===== src/hw/rtl/set_assoc_lru_cache_tracker_assert.svh =====
// Assertion macros shared by the cache tracker RTL.
`ifndef SET_ASSOC_LRU_CACHE_TRACKER_ASSERT_SVH
`define SET_ASSOC_LRU_CACHE_TRACKER_ASSERT_SVH

// Same-cycle implication, disabled while reset is asserted.
`define SALRU_ASSERT_IMP(name, clk, rstn, ante, cons) \
  name: assert property (@(posedge clk) disable iff (!(rstn)) (ante) |-> (cons)) \
    else $error("salru assertion failed");

// Next-cycle implication, disabled while reset is asserted.
`define SALRU_ASSERT_NXT(name, clk, rstn, ante, cons) \
  name: assert property (@(posedge clk) disable iff (!(rstn)) (ante) |=> (cons)) \
    else $error("salru assertion failed");

`endif


===== src/hw/rtl/salru_lru_update.sv =====
// Tag compare and true-LRU reorder of one set.
`default_nettype none

module salru_lru_update #(
  parameter int unsigned WAYS  = 4,
  parameter int unsigned TAG_W = 26
) (
  input  wire logic [WAYS-1:0]            valid_i,
  input  wire logic [WAYS-1:0][TAG_W-1:0] tags_i,
  input  wire logic [TAG_W-1:0]           tag_i,
  output logic                            hit_o,
  output logic [WAYS-1:0]                 valid_o,
  output logic [WAYS-1:0][TAG_W-1:0]      tags_o
);

  localparam int unsigned WAY_W = (WAYS > 1) ? $clog2(WAYS) : 1;

  always_comb begin
    logic [WAY_W-1:0] idx;
    logic             found;
    found = 1'b0;
    idx   = '0;
    // first matching way wins
    for (int w = 0; w < WAYS; w++) begin
      if (!found && valid_i[w] && (tags_i[w] == tag_i)) begin
        found = 1'b1;
        idx   = WAY_W'(w);
      end
    end
    hit_o      = found;
    valid_o    = valid_i;
    tags_o     = tags_i;
    valid_o[0] = 1'b1;
    tags_o[0]  = tag_i;
    // ways in front of the hit, or all on a miss, move back by one
    for (int w = 1; w < WAYS; w++) begin
      if (!found || (WAY_W'(w) <= idx)) begin
        valid_o[w] = valid_i[w-1];
        tags_o[w]  = tags_i[w-1];
      end
    end
  end

endmodule

`default_nettype wire


===== config.mk =====
export PLATFORM = sky130hd
export DESIGN_NAME = salru_lru_update
export DESIGN_NICKNAME = d
export VERILOG_FILES = /design/src/hw/rtl/set_assoc_lru_cache_tracker_assert.svh /design/src/hw/rtl/salru_lru_update.sv
export SDC_FILE = /design/constraint.sdc
export NUM_CORES = 1
export LEC_CHECK = 0
export ABC_AREA = 0
export BUFFER_PORTS_ARGS = -buffer_cell sky130_fd_sc_hd__clkbuf_2
export CORE_ASPECT_RATIO = 1.25
export CORE_UTILIZATION = 25
export DETAILED_ROUTE_END_ITERATION = 16
export GPL_TIMING_DRIVEN = 1
export PLACE_DENSITY_LB_ADDON = 0.05
export SLEW_MARGIN = 10
export SYNTH_ARGS = -nofsm -noshare
export SYNTH_HDL_FRONTEND = slang
export SYNTH_SLANG_ARGS = --single-unit

===== constraint.sdc =====
create_clock -name vclk -period 4.3
set_input_delay 0.43 -clock vclk [all_inputs]
set_output_delay 0.43 -clock vclk [all_outputs]
set_load 0.005 [all_outputs]

Yosys cells after proc, flatten, opt, wreduce, memory -nomap -nowiden. Cells that the tools add are included.

Register bits after elaboration: 0. Output and inout port bits: 109. Logic and storage cells: 34.

Magnitude comparators: 3. Equality and inequality tests: 4. Multiplexer cells: 13. Reduce and logical (&&, ||, !) cells: 14.

Operators by type and width (number): equality test 26 bit (4); 2-to-1 mux 26 bit (3); 2-to-1 mux 1 bit (8); logical AND 1 bit (7); <= comparator 2 bit, first input constant (2); logical NOT 1 bit (4); 2-to-1 mux 2 bit (2); logical OR 1 bit (3); <= comparator 1 x 2 -> 1 bit, first input constant (1).

Depth between registers and ports, before layout.
Depth in word-level cells: 18. Depth in mapped cells: 8. Mapped depth without buffers: 6.

Least setup slack after synthesis. Ideal clock, no wire load.

Path type: input to output. From: in tag_i[23]. To: out tags_o[100] (netlist name). Arrival: 2.125 ns. Data required time: 3.870 ns. Slack: 1.745 ns. Stages: 8. Path through: clkbuf_1 -> xnor2_1 -> nand4_1 -> nor4_4 -> a22oi_4 -> nand2_4 -> buf_8 -> mux2_4.

RTL lines: from (decl) (line salru_lru_update.sv:10) `input wire logic [TAG_W-1:0] tag_i,`; to (decl) (line salru_lru_update.sv:13) `output logic [WAYS-1:0][TAG_W-1:0] tags_o`.

==> summary.txt <==
Yosys
  – Syn Std Cell Area: 2670 um2
  – YS warnings: 0
  – Area leader, netlist: xnor2_1
  – Mapped Nets: 481
  – Post-synth cell types: 26
  – Most numerous cell in the Yosys netlist: nand2_1
  – Syn_area_per_cell: around 7.7 um2
  – Synth cell count leaders: nand2_1 (79), xnor2_1 (71), mux2_2 (35)
  – Syn Inst Count: between 300 and 400
  – Seq/Total Area, Yosys: 0
  – Area fraction of the dominant cell type after synthesis: 0.233
  – Ranking of synthesized cells by area: xnor2_1 (23%), mux2_2 (15%), mux2_4 (11%)

Critical path
  – Worst path max stage delay: 0.73 ns
  – Critical path's slowest cell: a22oi_4
  – Worst path depth: 8
  – Worst-path cell chain: clkbuf_2 -> xor2_1 -> nor4_1 -> and4_4 -> a22oi_4 -> nand2_4 -> mux2_4 -> clkbuf_2
  – Crit path capture type: output port
  – CP max FO: 28
  – Critical path type: in -> out
  – Cell family with most CP delay: simple AND/OR/NAND/NOR gates
  – Crit path DAT: 3.07 ns
  – Critical path buffer and inverter count: 2
  – Worst EP required: around 3.9 ns
  – Most frequent CP cell: clkbuf_2
  – CP startpoint kind: input port

Timing
  – Final-report setup violation count: 0
  – Hold Slack: 1.12 ns
  – Setup tns final: 0 ns
  – RSZ-0062 raised after global routing: false
  – Least-Margin Pin Slew: 0.880 ns
  – Fin crit share: 0.815
  – Max-slew violation count: 0
  – Fin. Hold Viols: 0
  – Final Critical Period: 3.50 ns
  – FMAX: 285 MHz
  – Slew margin rel.: 0.414

Global routing
  – Initial antenna violation count: 0
  – Grt ovf: 0
  – First-pass GRT wire length: between 15000 and 20000 um
  – Gr usage total: 0.207
  – Largest net degree at the start of global routing: 29
  – Vias in the first global route: 3119

Hold path
  – Hold_sp: tag_i[16]
  – WHS Path Cells: 2
  – Hold path endpoint: tags_o[16]
  – Worst Hold Class: in -> out

Final layout
  – ANT cells: 0
  – Fillers: 1119
  – Register area: 0 um2
  – Post-Layout Cell Count: about 680
  – Layout cell share with drive strength beyond 1: 0.553
  – Area of the multi-input gates: about 2400 um2
  – Layout area overhead: 40.6%
  – Util after Layout: 0.367
  – Seq_cells: 0
  – Final instance area: 3750 um2
  – Nets: between 600 and 700
  – Layout clock buffer count: 0

Drt
  – Metal2 WL: ~6400 um
  – Metal-1 WL: 4790 um
  – Via/cell ratio: 4.67
  – Starting DRT DRC Count: 90
  – Initial DRT Pass Iterations: 4
  – WL met3: 683 um
  – DR vias: 3163
  – DRC: 0
  – Total Wirelength: 12000 um
  – Max layer used: met4
  – Final ANT Viol Nets: 0
  – Average routed wire per standard cell: 17.7 um

Power
  – Pwr dens: 96.6 nW/um2
  – Cell leakage power: 1.90 nW
  – Worst VDD drop: 0.0000394 V

Die
  – Core area: 10200 um2
  – Starting density of the core: 0.261
  – Rows: 41
  – Io pins: 243
  – Die Wd: 94.4 um
  – Die area: 11100 um2
  – Chip height: 117 um

Clock tree
  – PostCTS Resize Cnt: 0
  – Hold_buf cts: 0
  – Post-CTS Setup Bufs: 0

Placed design
  – DP Area: about 3700 um2
  – Placed cells: 677
  – RePlAce Congestion: 0.861
  – Port bufs: 242
  – Detail Placement HPWL: 10300 um

Job
  – Max-cap violations: 0

Status
  – Status: completed
worst max-delay path by stage:
| stage | endpoint | slack [ns] | from |
|---|---|---|---|
| after global placement | tags_o[103] | 0.81 | tag_i[14] |
| after detailed placement | tags_o[86] | 0.75 | tag_i[11] |
| after global routing | tags_o[100] | 0.59 | tag_i[11] |
| after CTS | tags_o[86] | 0.75 | tag_i[11] |
| after floorplan | tags_o[100] | 1.75 | tag_i[23] |
| final | tags_o[85] | 0.80 | tag_i[11] |
report_power, final:
group	switching, mW	total [mW]	internal, mW
clock network	0	0	0
logic	0.193	0.362	0.169
registers	0	0	0
per-stage QoR:
step           total power, mW  setup WS (ns)
5_1_grt                  0.396          0.587
3_3_place_gp             0.365          0.812
4_1_cts                  0.368          0.747
3_5_place_dp             0.366          0.745
6_report                 0.362          0.796
2_1_floorplan            0.179           1.75
kinds of logic (layout without fill, tap and decap cells):
kind of cell | after synthesis | in the layout | synth area share
and+or+nand+nor | 143 | 143 | 0.269
xor gates and xnor gates | 104 | 104 | 0.342
AOI/OAI and AO/OA | 3 | 3 | 0.0188
other | 1 | 1 | 0.00141
muxes | 55 | 55 | 0.260
buffers and inverters | 41 | 242 | 0.108
area by class of cell:
type,count,area share
Tap cell,129,0.0430
Timing Repair Buffer,242,0.323
Multi-Input combinational cell,306,0.634
placed cells by master, fill, tap and decap left out:
master	netlist	final
nor4_4	1	1
nor2_1	5	5
a41oi_1	1	1
nand2_1	79	79
mux2_4	20	20
nand2_4	1	1
nor3_1	2	2
xor2_1	33	33
a22oi_4	1	1
nand4b_1	1	1
or4_1	2	2
nor4_1	12	12
conb_1	1	1
and4_1	1	1
nand3_1	1	1
nor4b_1	2	2
xnor2_1	71	71
clkbuf_2	0	242
and4_4	1	1
mux2_2	35	35
o22ai_4	1	1
nand4_1	34	34
nand2_2	1	1
metal layers:
layer	vias up	global-route usage
met1	1432	0.263
li1	1582	-
met5	-	0
met3	7	0.00581
met2	142	0.393
met4	0	0.0173
(Power assumes the default switching activity.)
